## src/mie_pkg.sv

```systemverilog
`timescale 1ns / 1ps
`default_nettype none

package mie_pkg;

    // operand and result width
    localparam int DATA_WIDTH = 31;
    // signed Bezout coefficients: |t| stays within the modulus, plus sign and headroom
    localparam int T_WIDTH    = DATA_WIDTH + 2;
    // shift count of the aligned divisor, at most DATA_WIDTH-1
    localparam int K_WIDTH    = $clog2(DATA_WIDTH);

    // config port: 32-bit registers at byte address 4*i
    localparam int ADDR_WIDTH = 3;
    localparam int IDX_WIDTH  = ADDR_WIDTH - 2;
    localparam int PDATA_WIDTH = 32;

    localparam logic [IDX_WIDTH-1:0] REG_MODULUS = IDX_WIDTH'(0);

    localparam logic [DATA_WIDTH-1:0] MODULUS_RESET = DATA_WIDTH'(1000000007);

    typedef struct packed {
        logic                  valid;
        logic [DATA_WIDTH-1:0] inverse;
        logic                  no_inverse;
    } t_result;

endpackage

`default_nettype wire

```

## src/mie_core.sv

```systemverilog
`timescale 1ns / 1ps
`default_nettype none

module mie_core (
    input  wire logic                           i_clk,
    input  wire logic                           i_rst_n,
    input  wire logic                           i_go,
    input  wire logic [mie_pkg::DATA_WIDTH-1:0] i_value,
    input  wire logic [mie_pkg::DATA_WIDTH-1:0] i_modulus,
    output logic                                o_busy,
    output mie_pkg::t_result                    o_res
);
    import mie_pkg::*;

    typedef enum logic [4:0] {
        S_IDLE  = 5'b00001,
        S_CHECK = 5'b00010,
        S_ALIGN = 5'b00100,
        S_SUB   = 5'b01000,
        S_FIN   = 5'b10000
    } t_state;

    t_state r_state, n_state;

    logic [DATA_WIDTH-1:0]     r_r0, n_r0, r_r1, n_r1, r_sr, n_sr, r_m, n_m;
    logic signed [T_WIDTH-1:0] r_t0, n_t0, r_t1, n_t1, r_st, n_st;
    logic [K_WIDTH-1:0]        r_k, n_k;
    t_result                   r_res, n_res;

    logic [DATA_WIDTH:0]       w_opd;
    logic [DATA_WIDTH+1:0]     w_diff;
    logic                      w_ge;
    logic signed [T_WIDTH-1:0] w_tdiff;
    logic signed [T_WIDTH-1:0] w_tfix;
    logic [DATA_WIDTH-1:0]     w_rem;

    // shared compare/subtract: r0 against 2*sr while aligning, against sr otherwise
    assign w_opd   = (r_state == S_ALIGN) ? {r_sr, 1'b0} : {1'b0, r_sr};
    assign w_diff  = {2'b00, r_r0} - {1'b0, w_opd};
    assign w_ge    = ~w_diff[DATA_WIDTH+1];
    assign w_tdiff = r_t0 - r_st;
    assign w_tfix  = r_t0 + $signed({2'b00, r_m});
    assign w_rem   = w_ge ? w_diff[DATA_WIDTH-1:0] : r_r0;

    always_comb begin
        n_state = r_state;
        n_r0    = r_r0;
        n_r1    = r_r1;
        n_sr    = r_sr;
        n_m     = r_m;
        n_t0    = r_t0;
        n_t1    = r_t1;
        n_st    = r_st;
        n_k     = r_k;
        n_res   = r_res;
        n_res.valid = 1'b0;

        unique case (r_state)
            S_IDLE: begin
                if (i_go) begin
                    n_r0    = i_modulus;
                    n_r1    = i_value;
                    n_m     = i_modulus;
                    n_t0    = '0;
                    n_t1    = T_WIDTH'(1);
                    n_state = S_CHECK;
                end
            end
            S_CHECK: begin
                if (r_r1 == '0) begin
                    n_state = S_FIN;
                end else begin
                    n_sr    = r_r1;
                    n_st    = r_t1;
                    n_k     = '0;
                    n_state = S_ALIGN;
                end
            end
            S_ALIGN: begin
                // grow divisor while it still fits twice under the remainder
                if (w_ge) begin
                    n_sr = {r_sr[DATA_WIDTH-2:0], 1'b0};
                    n_st = r_st <<< 1;
                    n_k  = r_k + K_WIDTH'(1);
                end else begin
                    n_state = S_SUB;
                end
            end
            S_SUB: begin
                if (r_k == '0) begin
                    // last quotient bit: rotate the remainder sequence
                    n_r0    = r_r1;
                    n_r1    = w_rem;
                    n_t0    = r_t1;
                    n_t1    = w_ge ? w_tdiff : r_t0;
                    n_state = S_CHECK;
                end else begin
                    if (w_ge) begin
                        n_r0 = w_diff[DATA_WIDTH-1:0];
                        n_t0 = w_tdiff;
                    end
                    n_sr = {1'b0, r_sr[DATA_WIDTH-1:1]};
                    n_st = r_st >>> 1;
                    n_k  = r_k - K_WIDTH'(1);
                end
            end
            S_FIN: begin
                n_res.valid = 1'b1;
                if (r_m == '0) begin
                    n_res.inverse    = '0;
                    n_res.no_inverse = 1'b1;
                end else if (r_m == DATA_WIDTH'(1)) begin
                    n_res.inverse    = '0;
                    n_res.no_inverse = 1'b0;
                end else if (r_r0 != DATA_WIDTH'(1)) begin
                    n_res.inverse    = '0;
                    n_res.no_inverse = 1'b1;
                end else begin
                    n_res.inverse    = r_t0[T_WIDTH-1] ? w_tfix[DATA_WIDTH-1:0]
                                                       : r_t0[DATA_WIDTH-1:0];
                    n_res.no_inverse = 1'b0;
                end
                n_state = S_IDLE;
            end
            default: begin
                n_state = S_IDLE;
            end
        endcase
    end

    always_ff @(posedge i_clk) begin
        if (!i_rst_n) begin
            r_state <= S_IDLE;
            r_res   <= '0;
        end else begin
            r_state <= n_state;
            r_res   <= n_res;
        end
    end

    always_ff @(posedge i_clk) begin
        r_r0 <= n_r0;
        r_r1 <= n_r1;
        r_sr <= n_sr;
        r_m  <= n_m;
        r_t0 <= n_t0;
        r_t1 <= n_t1;
        r_st <= n_st;
        r_k  <= n_k;
    end

    assign o_busy = (r_state != S_IDLE);
    assign o_res  = r_res;

endmodule

`default_nettype wire

```

## src/modular_inverse_ext_euclid.sv

```systemverilog
`timescale 1ns / 1ps
`default_nettype none

// channel   direction  ports                                  handshake
// -------   ---------  -------------------------------------  ---------------------------
// command   in         i_value                                start high while busy low
// result    out        o_inverse, o_no_inverse                o_valid, one cycle, no stall
// config    in/out     psel penable pwrite paddr pwdata       APB, pready tied high
//                      prdata pready
//
// Each Euclid step first aligns the divisor, then develops the quotient, as the shared
// compare/subtract does one alignment shift or quotient bit a cycle. busy stays high
// from the accepting edge until the strobe; o_valid shows in the first idle cycle, so
// the next start may coincide with it. Synchronous active-low reset idles the
// sequencer and reloads modulus 1000000007; the receiver cannot stall.

module modular_inverse_ext_euclid (
    input  wire logic                             i_clk,
    input  wire logic                             i_rst_n,
    // command
    input  wire logic                             start,
    output logic                                  busy,
    input  wire logic [mie_pkg::DATA_WIDTH-1:0]   i_value,
    // result
    output logic                                  o_valid,
    output logic [mie_pkg::DATA_WIDTH-1:0]        o_inverse,
    output logic                                  o_no_inverse,
    // config
    input  wire logic                             psel,
    input  wire logic                             penable,
    input  wire logic                             pwrite,
    input  wire logic [mie_pkg::ADDR_WIDTH-1:0]   paddr,
    input  wire logic [mie_pkg::PDATA_WIDTH-1:0]  pwdata,
    output logic [mie_pkg::PDATA_WIDTH-1:0]       prdata,
    output logic                                  pready
);
    import mie_pkg::*;

    logic [DATA_WIDTH-1:0] r_modulus;
    logic [IDX_WIDTH-1:0]  w_idx;
    logic                  w_wr;
    logic                  w_go;
    logic                  w_busy;
    t_result               w_res;

    // register index is the word address; low byte bits ignored
    assign w_idx  = paddr[ADDR_WIDTH-1:2];
    assign w_wr   = psel & penable & pwrite;
    assign pready = 1'b1;

    always_ff @(posedge i_clk) begin
        if (!i_rst_n) begin
            r_modulus <= MODULUS_RESET;
        end else if (w_wr && (w_idx == REG_MODULUS)) begin
            r_modulus <= pwdata[DATA_WIDTH-1:0];
        end
    end

    always_comb begin
        prdata = '0;
        unique case (w_idx)
            REG_MODULUS: prdata = PDATA_WIDTH'(r_modulus);
            default:     prdata = '0;
        endcase
    end

    assign w_go = start & ~w_busy;

    mie_core u_core (
        .i_clk     (i_clk),
        .i_rst_n   (i_rst_n),
        .i_go      (w_go),
        .i_value   (i_value),
        .i_modulus (r_modulus),
        .o_busy    (w_busy),
        .o_res     (w_res)
    );

    assign busy         = w_busy;
    assign o_valid      = w_res.valid;
    assign o_inverse    = w_res.inverse;
    assign o_no_inverse = w_res.no_inverse;

    // an accepted word always keeps the unit busy on the next cycle
    a_go_busy: assert property (@(posedge i_clk) disable iff (!i_rst_n)
        (start && !busy) |=> busy)
        else $error("busy not raised after accepted word");

    // result strobe lands only once the unit has gone idle
    a_valid_idle: assert property (@(posedge i_clk) disable iff (!i_rst_n)
        o_valid |-> !busy)
        else $error("result strobe while busy");

    // strobe lasts a single cycle
    a_valid_pulse: assert property (@(posedge i_clk) disable iff (!i_rst_n)
        o_valid |=> !o_valid)
        else $error("result strobe longer than one cycle");

    // flagged results carry zero
    a_flag_zero: assert property (@(posedge i_clk) disable iff (!i_rst_n)
        (o_valid && o_no_inverse) |-> (o_inverse == '0))
        else $error("non-zero inverse with no_inverse set");

endmodule

`default_nettype wire

```

## config.mk

```make
export PLATFORM = sky130hd
export DESIGN_NAME = modular_inverse_ext_euclid
export DESIGN_NICKNAME = d
export VERILOG_FILES = /design/src/mie_pkg.sv /design/src/mie_core.sv /design/src/modular_inverse_ext_euclid.sv
export SDC_FILE = /design/constraint.sdc
export NUM_CORES = 1
export LEC_CHECK = 0
export BUFFER_PORTS_ARGS = -buffer_cell sky130_fd_sc_hd__buf_2
export CAP_MARGIN = 20
export CORE_ASPECT_RATIO = 1.4
export CORE_MARGIN = 4
export CORE_UTILIZATION = 29
export CTS_CLUSTER_DIAMETER = 60
export CTS_CLUSTER_SIZE = 14
export DETAILED_ROUTE_END_ITERATION = 7
export PLACE_DENSITY = 0.54
export SLEW_MARGIN = 20
export SYNTH_ARGS = -nofsm -noshare
export SYNTH_HDL_FRONTEND = slang
export SYNTH_SLANG_ARGS = --single-unit
```

## constraint.sdc

```tcl
create_clock -name i_clk -period 21.9 [get_ports i_clk]
set_input_delay 4.38 -clock i_clk [delete_from_list [all_inputs] [get_ports i_clk]]
set_output_delay 4.38 -clock i_clk [all_outputs]
set_load 0.005 [all_outputs]
```

# Yosys cells after proc, flatten, opt, wreduce, memory -nomap -nowiden
# Cells that the tools add are included.
# totals
reg_bits	297
inputBits	72
out_inout_bits	67
word_cells	90
# classes
addsub	5
n_eq_ne	14
mux	38
bitwise_logic	6
reduce_logical	13
# op_table
op	n
two-way mux 31 bit	10
two-way mux 33 bit	8
two-way mux 32 bit	5
case mux 33 bit (2 select lines)	2
case mux 31 bit (2 select lines)	2
case mux 33 bit (3 select lines)	1
case mux 31 bit (3 select lines)	1
logical NOT 31 bit	2
two-way mux 5 bit	7
subtractor 31 x 32 -> 33 bit	1
subtractor 33 bit	1
adder 31 bit	1
== test 31 x 1 -> 1 bit (second input constant)	1
inequality test 31 x 1 -> 1 bit (second input constant)	1
case mux 5 bit (4 select lines)	1
case mux 5 bit (3 select lines)	1
AND reduction 4 bit	2
inequality test 2 x 1 -> 1 bit (second input constant)	3
inequality test 2 bit (second input constant)	3
AND reduction 3 bit	2
adder 5 x 1 -> 5 bit (second input constant)	1
== test 5 x 1 -> 1 bit (second input constant)	1
== test 5 x 2 -> 1 bit (second input constant)	1
== test 5 x 3 -> 1 bit (second input constant)	1
11 further kinds	17

# Longest topological paths before layout
# Gate-level depths: netlist of run 1.
# depth
ltp_word	6
mapped_depth	20
ltp_nobuf	15

# Hierarchy
# From an unflattened synthesis of run 1, not the netlist that was laid out.
# unflattened
hier_cells	1972
area_unflattened_um2	18672.9
# modules_own_cells
mod	instances	cells_each	area_per_inst_um2	seq_area_each_um2
mie_core	1	1797	17083.9	7607.3
modular_inverse_ext_euclid	1	175	1589.0	620.6

# Least setup slack after synthesis of run 1
# Ideal clock, no wire load.
# synth_path
path_type	input -> register
from	input port start
to	register u_core.r_r1[0] (enable)
setup_ns	0.581
t_arrival_ns	9.157
t_required_ns	21.319
slack_ns	12.161
cell_stages	2
path_buffers	0
path_cell_list	nor2_1 > a211oi_1
# synth_between
elab_chain_cells	3
# synth_rtl
item	line	source
from (decl)	modular_inverse_ext_euclid.sv:21	input wire logic start,
bitwise AND 1 bit	modular_inverse_ext_euclid.sv:67	assign w_go = start & ~w_busy;
inequality test 2 x 1 -> 1 bit (no line)	-	
AND reduction 3 bit (no line)	-	
to (signal assigned)	mie_core.sv:143	r_r1 <= n_r1;
to (decl)	mie_core.sv:25	logic [DATA_WIDTH-1:0] r_r0, n_r0, r_r1, n_r1, r_sr, n_sr, r_m, n_m;
# No other way between the ends.
# A chain may end at the register's enable or synchronous reset.

# Final worst setup path of run 1
# layout_path
from	input port paddr[2] (netlist name)
to	output port prdata[29] (netlist name)
# layout_between
elab_chain_cells	1
# layout_rtl
item	line	source
from (decl)	modular_inverse_ext_euclid.sv:32	input wire logic [mie_pkg::ADDR_WIDTH-1:0] paddr,
two-way mux 31 bit	modular_inverse_ext_euclid.sv:61	unique case (w_idx)
to (decl)	modular_inverse_ext_euclid.sv:34	output logic [mie_pkg::PDATA_WIDTH-1:0] prdata,
# No other way between the ends.

==> results of run 1 <==
stage by stage:
stage,std cells,instance area (um^2)
6_report,2968,21500
5_1_grt,2968,21500
2_1_floorplan,2027,18800
3_5_place_dp,2905,20300
3_3_place_gp,2905,20300
4_1_cts,2968,21500
final cells by class:
cell class / instances / area, um^2 / share of cell area, %
Timing Repair Buffer: 156 / 838 / 3.90
Clock inverter: 17 / 215 / 1.00
Clock buffer: 46 / 970 / 4.52
Inverter: 71 / 267 / 1.24
Sequential cell: 297 / 8230 / 38.3
Multi-Input combinational cell: 1541 / 9910 / 46.1
Tap cell: 840 / 1050 / 4.89
cell usage after synthesis (15+ instances only):
cell / count
sky130_fd_sc_hd__a211oi_1: 40
sky130_fd_sc_hd__a21o_1: 67
sky130_fd_sc_hd__a21oi_1: 154
sky130_fd_sc_hd__a22oi_1: 41
sky130_fd_sc_hd__a31oi_1: 25
sky130_fd_sc_hd__clkbuf_1: 92
sky130_fd_sc_hd__dfxtp_1: 69
sky130_fd_sc_hd__edfxtp_1: 228
sky130_fd_sc_hd__ha_1: 96
sky130_fd_sc_hd__inv_1: 69
sky130_fd_sc_hd__mux2i_1: 73
sky130_fd_sc_hd__nand2_1: 284
sky130_fd_sc_hd__nand3_1: 44
sky130_fd_sc_hd__nand4_1: 22
sky130_fd_sc_hd__nor2_1: 168
sky130_fd_sc_hd__nor2b_1: 45
sky130_fd_sc_hd__nor3_1: 26
sky130_fd_sc_hd__nor4_1: 28
sky130_fd_sc_hd__o211ai_1: 15
sky130_fd_sc_hd__o21a_1: 23
sky130_fd_sc_hd__o21ai_0: 115
sky130_fd_sc_hd__o221ai_1: 31
sky130_fd_sc_hd__xnor2_1: 50
sky130_fd_sc_hd__xor2_1: 27
flip-flops by register name, indices dropped and copies added (netlist names):
name / flops
u_core.r_r1: 31
u_core.r_m: 31
u_core.r_k: 5
u_core.r_st: 33
u_core.r_t0: 33
u_core.r_r0: 31
r_modulus: 31
u_core.o_res: 33
u_core.r_t1: 33
u_core.r_state: 5
u_core.r_sr: 31
how the worst max path moves through the flow:
stage,startpoint,to,depth (start not counted)
2_1_floorplan,start,u_core.r_r1[0]$_DFFE_PP_,2
3_3_place_gp,paddr[2],prdata[18],3
3_5_place_dp,paddr[2],prdata[29],3
4_1_cts,paddr[2],prdata[29],3
5_1_grt,paddr[2],prdata[26],3
6_report,paddr[2],prdata[29],3
worst max-delay path, cell delays in order:
cell and delay, ns:
sky130_fd_sc_hd__buf_2 0.53, sky130_fd_sc_hd__nor2b_1 0.15, sky130_fd_sc_hd__buf_2 0.17
power groups by stage:
stage	clock network, mW	logic (mW)	registers [mW]
5_1_grt	0.654	0.519	0.749
2_1_floorplan	0	0.349	0.740
3_3_place_gp	0	0.460	0.754
3_5_place_dp	0	0.467	0.755
4_1_cts	0.631	0.470	0.743
6_report	0.617	0.470	0.744
placed cells by master (no fill, tap or decap), drive strengths merged, types with 16 or more instances in the layout:
| master | count |
|---|---|
| buf | 156 |
| nand3 | 44 |
| o211ai | 16 |
| a31oi | 25 |
| inv | 79 |
| xor2 | 27 |
| a21oi | 157 |
| nor2 | 168 |
| dfxtp | 69 |
| edfxtp | 228 |
| nand4 | 22 |
| a21o | 67 |
| ha | 96 |
| mux2i | 73 |
| clkbuf | 46 |
| nand2 | 284 |
| o21ai | 121 |
| o21a | 23 |
| nor3 | 26 |
| a211oi | 41 |
| a22oi | 41 |
| nor2b | 45 |
| xnor2 | 50 |
| nor4 | 28 |
| o221ai | 31 |
logic make-up after synthesis:
family          after synthesis
simple gates                681
xor+xnor                     77
buf+inv                     189
compound gates              602
mux                          79
fa+ha+maj                   100
flops                       297
other cells                   2
metal layers:
| metal | vias up | part of all wire (%) | global-route usage [%] |
|---|---|---|---|
| li1 | 7674 | - | - |
| met1 | 7861 | 43 | 21.5 |
| met2 | 423 | 51 | 31.2 |
| met3 | 95 | 3.6 | 1.75 |
| met4 | 0 | 3.0 | 5.84 |
| met5 | - | 0 | 0 |
==> tab_implementation.tex, run 1 <==
\begin{tabular}{lr}
\hline
Metric & Value \\
\hline
\multicolumn{2}{l}{\textbf{Run status}} \\
\quad Status & completed \\
\multicolumn{2}{l}{\textbf{Critical path}} \\
\quad Worst-case reg-to-reg path depth & 15 \\
\quad Worst EP arrival & around 5.3 ns \\
\quad CP Data Required Time & 17.52 ns \\
\quad Crit Reg-Reg Endpoint & u\_core.r\_st[10]\$\_DFFE\_PP\_ \\
\quad Crit Path Class & primary input to primary output \\
\quad Crit end category & primary output \\
\quad Launch instance of the worst register-to-register path & u\_core.r\_state[4]\$\_SDFFE\_PN0P\_ \\
\quad Critical Path Start Type & primary input \\
\quad Reg-to-reg slack, setup & roughly 14 ns \\
\quad Maximum fanout count along the critical path & 33 \\
\multicolumn{2}{l}{\textbf{Cells and area}} \\
\quad Signed area change from the synthesized netlist to the final layout & 13.9\% \\
\quad Filler Cell Count & 6712 \\
\quad Antenna Cells & 0 \\
\quad Total Nets Final & 2274 \\
\quad Fraction of final layout cells sized beyond drive strength 1 & 11.6\% \\
\quad Finished Core Util & roughly 33\% \\
\multicolumn{2}{l}{\textbf{Route}} \\
\quad Vias after detailed routing & 16100 \\
\quad Routed Wire Length & approximately 62000 um \\
\quad Routed length per instance & 20.9 um \\
\quad Post-route DRC violation count & 0 \\
\quad Antenna Nets Post-Route & 0 \\
\quad First-pass iteration count of the detailed router & 7 \\
\quad Vias/cell & 5.41 \\
\quad First DRT Iteration DRCs & around 1300 \\
\multicolumn{2}{l}{\textbf{CTS}} \\
\quad Maximum clock path buffer count & 3 \\
\quad Number of buffers added for setup after CTS & 0 \\
\quad Clock network latency to the later pin of the worst-skew pair & roughly 0.57 ns \\
\quad Clock Pin Slew Worst Setup and Hold Paths & 0.06 ns \\
\quad Clock buffer count from CTS & 35 \\
\quad Resized Gates After CTS & 0 \\
\quad Clock tree root buffer cell & sky130\_fd\_sc\_hd\_\_clkbuf\_16 \\
\quad Hold bufs inserted after CTS & 0 \\
\quad CTS tree & done \\
\quad Number of clock sinks & 297 \\
\quad Max H-tree Level & 2 \\
\multicolumn{2}{l}{\textbf{STA}} \\
\quad Period utilisation layout & a little over two fifths \\
\quad RSZ-0062 raised after global routing & no \\
\quad Worst slew margin relative to its limit & between 20\% and 30\% \\
\quad Post-layout worst setup margin & 12.27 ns \\
\quad Worst hold margin & 0.448 ns \\
\quad Achievable frequency & 104 MHz \\
\quad Final-report hold violation count & 0 \\
\quad Final slew viol count & 0 \\
\quad Final sum of negative setup slack & 0 ns \\
\quad Slew at the pin closest to its max-slew limit & about 1.1 ns \\
\quad Worst clock skew & 0.0256 ns \\
\quad Time the final worst path needs with I/O delays and setup & 9.63 ns \\
\quad Final count of negative-setup-slack endpoints & 0 \\
\multicolumn{2}{l}{\textbf{Pwr}} \\
\quad Worst supply voltage drop on vdd & 60.7 uV \\
\quad Internal power & roughly 1.2 mW \\
\quad Part of the total power dissipated in sequential elements & 40.6\% \\
\quad Share of total power in the clock network & about a third \\
\quad Comb power frac & 25.7\% \\
\quad Sw Share & 33.4\% \\
\quad Power density of the placed cells & 85.3 nW/um\^{}2 \\
\quad Leakage component of the power & 8.54 nW \\
\quad Sum of internal, switching and leakage power & approximately 1.8 mW \\
\quad Switching power summed over all nets & between 0.6 and 0.7 mW \\
\multicolumn{2}{l}{\textbf{Yosys}} \\
\quad Top flip-flop cell by instance count after synthesis & sky130\_fd\_sc\_hd\_\_edfxtp\_1 \\
\quad Multiplexer share of the synthesized area & 4.24\% \\
\quad Dominant combinational cell family by area after synthesis & compound AO/OA/AOI/OAI gates \\
\quad Cell type contributing the most total cell area after synthesis & sky130\_fd\_sc\_hd\_\_edfxtp\_1 \\
\quad Flip-flop and latch count after synthesis & 297 \\
\quad Adder-cell share of the synthesized area & 6.80\% \\
\quad XOR/XNOR share of the synthesized area & 3.58\% \\
\quad Post-synthesis share of cell area spent on and, or, nand and nor gates & $\sim$16\% \\
\quad Synth async-reset ratio & 0\% \\
\quad Post-Syn Instances & 2027 \\
\quad Netlist cell types & between 70 and 80 \\
\quad Average cell area after synthesis & a little over 9 um\^{}2 \\
\quad Fraction of the mapped netlist area in compound gates & 21.1\% \\
\quad Area contributors post-synth & sky130\_fd\_sc\_hd\_\_edfxtp\_1 (36\%), sky130\_fd\_sc\_hd\_\_dfxtp\_1 (7.3\%), sky130\_fd\_sc\_hd\_\_ha\_1 (6.4\%) \\
\quad Mapped Area & 18800 um\^{}2 \\
\quad Sequential-to-total area share from yosys stat & $\sim$44\% \\
\quad EDFF count, synth & 228 \\
\quad Yosys warns & 0 \\
\quad Synthesized netlist net count & 2199 \\
\quad Portion of synthesized cell area occupied by the leading cell type & 36.3\% \\
\multicolumn{2}{l}{\textbf{Floorplan}} \\
\quad Io pins & approximately 140 \\
\quad Vert. Die Dim & 310 um \\
\quad Width of the chip & 223 um \\
\quad Effective utilization at floorplan & between 20\% and 30\% \\
\quad Core outline area & about 64000 um\^{}2 \\
\quad Std-Cell Rows & 110 \\
\quad Die Footprint & between 60000 and 70000 um\^{}2 \\
\multicolumn{2}{l}{\textbf{Placed design}} \\
\quad Placement Setup Slack & 12.31 ns \\
\quad Port buffer count & 133 \\
\quad Detailed-placement wirelength estimate & 44400 um \\
\quad RePlAce Congestion & around 0.9 \\
\multicolumn{2}{l}{\textbf{Hold path}} \\
\quad Min-delay src & u\_core.o\_res[1]\$\_SDFFE\_PN0P\_ \\
\quad Worst hold path cell count & 2 \\
\quad Worst hold-check path type & flop to flop \\
\quad Hold endpoint & u\_core.o\_res[1]\$\_SDFFE\_PN0P\_ \\
\multicolumn{2}{l}{\textbf{Job}} \\
\quad Max-Cap Viols & 0 \\
\multicolumn{2}{l}{\textbf{Global route}} \\
\quad Global-route usage over all layers & 17.3\% \\
\quad Aggregate global routing overflow & 0 \\
\quad Pin count of the biggest net entering global routing & 90 \\
\quad First-pass GRT wire length & 93900 um \\
\quad Number of antenna violations at the first check in global routing & 3 \\
\quad Number of global-route vias before repair & 15800 \\
\hline
\end{tabular}
Note: power is estimated with default switching activity, not from simulation.
==> run 2, diff against run 1 <==
- PLACE_DENSITY: 0.54 -> 0.56
- clock period: 21.9 -> 7.8 ns (I/O delays scaled with it)
==> tab_implementation.tex, run 2 (same netlist as run 1, synthesis figures left out) <==
\begin{tabular}{lr}
\hline
Metric & Value \\
\hline
\multicolumn{2}{l}{\textbf{Pwr}} \\
\quad Leakage component of the power & between 8 and 9 nW \\
\quad Power density of the placed cells & roughly 230 nW/um\^{}2 \\
\quad Worst supply voltage drop on vdd & 191 uV \\
\multicolumn{2}{l}{\textbf{Route}} \\
\quad Routed length per instance & approximately 21 um \\
\quad Vias after detailed routing & between 15000 and 20000 \\
\quad Vias/cell & approximately 5.5 \\
\quad Post-route DRC violation count & 0 \\
\quad First-pass iteration count of the detailed router & 7 \\
\quad Antenna Nets Post-Route & 0 \\
\quad First DRT Iteration DRCs & 1251 \\
\quad Routed Wire Length & 63100 um \\
\multicolumn{2}{l}{\textbf{Global route}} \\
\quad Number of antenna violations at the first check in global routing & 6 \\
\quad Global-route track usage on met1 & 21.3\% \\
\quad Global-route usage over all layers & 17.3\% \\
\quad Pin count of the biggest net entering global routing & 94 \\
\quad Number of global-route vias before repair & around 16000 \\
\quad Aggregate global routing overflow & 0 \\
\quad Top Usage Layer GRT & met2 \\
\quad GR Layer Usage met2 & 31.3\% \\
\quad GR Util met3 & under 10\% \\
\quad First-pass GRT wire length & 94300 um \\
\multicolumn{2}{l}{\textbf{STA}} \\
\quad Time the final worst path needs with I/O delays and setup & 5.88 ns \\
\quad Final sum of negative setup slack & 0 ns \\
\quad Achievable frequency & 170 MHz \\
\quad Final-report hold violation count & 0 \\
\quad RSZ-0062 raised after global routing & no \\
\quad Worst clock skew & 0.0383 ns \\
\quad Final slew viol count & 0 \\
\quad Final count of negative-setup-slack endpoints & 0 \\
\quad Period utilisation layout & about 75\% \\
\quad Worst hold margin & 0.454 ns \\
\quad Worst slew margin relative to its limit & about a third \\
\quad Slew at the pin closest to its max-slew limit & 1.02 ns \\
\multicolumn{2}{l}{\textbf{Floorplan}} \\
\quad Die Footprint & 69200 um\^{}2 \\
\quad Vert. Die Dim & just over 300 um \\
\quad Std-Cell Rows & 110 \\
\quad Effective utilization at floorplan & 29.3\% \\
\quad Core outline area & 64400 um\^{}2 \\
\quad Io pins & 139 \\
\quad Width of the chip & between 200 and 250 um \\
\multicolumn{2}{l}{\textbf{Cells and area}} \\
\quad Sequential cell area & 8230 um\^{}2 \\
\quad Signed area change from the synthesized netlist to the final layout & 12.7\% \\
\quad Antenna Cells & 0 \\
\quad Fraction of final layout cells sized beyond drive strength 1 & approximately 11\% \\
\quad Most common cell after layout, fill and taps aside & sky130\_fd\_sc\_hd\_\_nand2\_1 \\
\quad Finished Core Util & 33.0\% \\
\quad Area of the multi-input gates & a little under 10000 um\^{}2 \\
\quad Total Nets Final & 2267 \\
\quad Commonest cells after routing, fill and taps aside & sky130\_fd\_sc\_hd\_\_nand2\_1 (283), sky130\_fd\_sc\_hd\_\_edfxtp\_1 (228), sky130\_fd\_sc\_hd\_\_nor2\_1 (165), sky130\_fd\_sc\_hd\_\_a21oi\_1 (154), sky130\_fd\_sc\_hd\_\_buf\_2 (133) \\
\quad Filler Cell Count & 6705 \\
\multicolumn{2}{l}{\textbf{CTS}} \\
\quad Clock Pin Slew Worst Setup and Hold Paths & 0.06 ns \\
\quad Clock buffer count from CTS & 28 \\
\quad Number of buffers added for setup after CTS & 0 \\
\quad Hold bufs inserted after CTS & 0 \\
\quad Max H-tree Level & 1 \\
\quad Clock tree root buffer cell & sky130\_fd\_sc\_hd\_\_clkbuf\_16 \\
\quad Number of clock sinks & 297 \\
\quad Clock network latency to the later pin of the worst-skew pair & 0.59 ns \\
\quad Maximum clock path buffer count & 3 \\
\quad CTS tree & done \\
\quad Resized Gates After CTS & 0 \\
\multicolumn{2}{l}{\textbf{Critical path}} \\
\quad Crit Reg-Reg Endpoint & u\_core.r\_r0[20]\$\_DFFE\_PP\_ \\
\quad CP Data Required Time & 8.12 ns \\
\quad Crit Path Class & flop to flop \\
\quad Maximum fanout count along the critical path & 29 \\
\quad Cell with the biggest individual delay on the critical path & sky130\_fd\_sc\_hd\_\_or2\_2 \\
\quad Crit end category & flop \\
\quad Reg-to-reg slack, setup & roughly 1.9 ns \\
\quad Worst EP arrival & 6.20 ns \\
\quad Critical Path Start Type & flop \\
\quad Launch instance of the worst register-to-register path & u\_core.r\_state[4]\$\_SDFFE\_PN0P\_ \\
\quad Worst-case reg-to-reg path depth & 15 \\
\quad CP cell instances & nor2\_1 -> and3\_2 -> buf\_4 -> mux2i\_1 -> ha\_1 -> nand2\_1 -> o21ai\_0 -> nand4\_1 -> a21o\_1 -> a21oi\_2 -> or2\_2 -> buf\_4 -> mux2i\_1 -> a211oi\_1 -> a21o\_1 \\
\quad Delay contributed by the slowest stage of the critical path & 0.76 ns \\
\multicolumn{2}{l}{\textbf{Hold path}} \\
\quad Worst hold path cell count & 2 \\
\quad Min-delay src & u\_core.o\_res[12]\$\_SDFFE\_PN0P\_ \\
\quad Worst hold-check path type & flop to flop \\
\quad Hold endpoint & u\_core.o\_res[12]\$\_SDFFE\_PN0P\_ \\
\multicolumn{2}{l}{\textbf{Run status}} \\
\quad Status & completed \\
\multicolumn{2}{l}{\textbf{Placed design}} \\
\quad RePlAce Congestion & 0.891 \\
\quad Port buffer count & roughly 130 \\
\quad Detailed-placement wirelength estimate & 45400 um \\
\multicolumn{2}{l}{\textbf{Job}} \\
\quad Max-Cap Viols & 0 \\
\hline
\end{tabular}
run 2: changes by cell type in the layout (fill, tap and decap cells not counted), sizes merged:
cell	delta
bufinv	-1
clkinv	-1
clkinvlp	+2
inv	-8
clkbuf	-3
run 2: report_power, final:
part | leakage (nW) | switching, mW | internal, mW | total [mW]
Combinational | 5.30 | 0.846 | 0.490 | 1.34
Sequential | 2.67 | 0.158 | 1.93 | 2.09
Clock | 0.450 | 0.639 | 0.794 | 1.43
run 2: worst max-delay path, delay by kind of cell (launching register included):
| kind | cells | cell delay [ns] |
|---|---|---|
| compound gates | 5 | 1.36 |
| fa+ha+maj | 1 | 0.42 |
| buf+inv | 2 | 1.12 |
| flops | 1 | 0.32 |
| mux | 2 | 0.51 |
| simple gates | 5 | 1.87 |
run 2: how the worst max path moves through the flow:
stage                                        start                           to  slack (ns)
floorplan           u_core.r_state[4]$_SDFFE_PN0P_  u_core.r_k[0]$_SDFFCE_PP0P_        0.78
global placement    u_core.r_state[4]$_SDFFE_PN0P_    u_core.r_r0[12]$_DFFE_PP_        2.04
detailed placement  u_core.r_state[4]$_SDFFE_PN0P_    u_core.r_r0[17]$_DFFE_PP_        1.99
CTS                 u_core.r_state[4]$_SDFFE_PN0P_    u_core.r_r0[18]$_DFFE_PP_        1.97
global route        u_core.r_state[4]$_SDFFE_PN0P_    u_core.r_r0[20]$_DFFE_PP_        1.69
finish              u_core.r_state[4]$_SDFFE_PN0P_    u_core.r_r0[20]$_DFFE_PP_        1.92
run 2: per-stage QoR:
step                      power [mW]  area [um^2]  setup slack, ns  instances
after floorplan                 3.06        18800            0.782       2027
after global placement          3.42        20300             2.04       2905
after detailed placement        3.44        20300             1.99       2905
after CTS                       4.88        21200             1.97       2957
after global routing            5.10        21200             1.69       2957
final                           4.86        21200             1.92       2957
run 2: cell type report:
type | instances | share of cell area (%)
flip-flops and latches | 297 | 38.7
clock buffers | 43 | 3.85
inverters | 71 | 1.25
repair buffers | 156 | 4.01
clock inverters | 9 | 0.560
multi-input cells | 1541 | 46.6
well taps | 840 | 4.95
run 2: layer usage:
metal  up-vias  wire, um
li1       7634         -
met1      7863     26200
met2       511     31800
met3       117      2690
met4         0      2400
met5         -         0
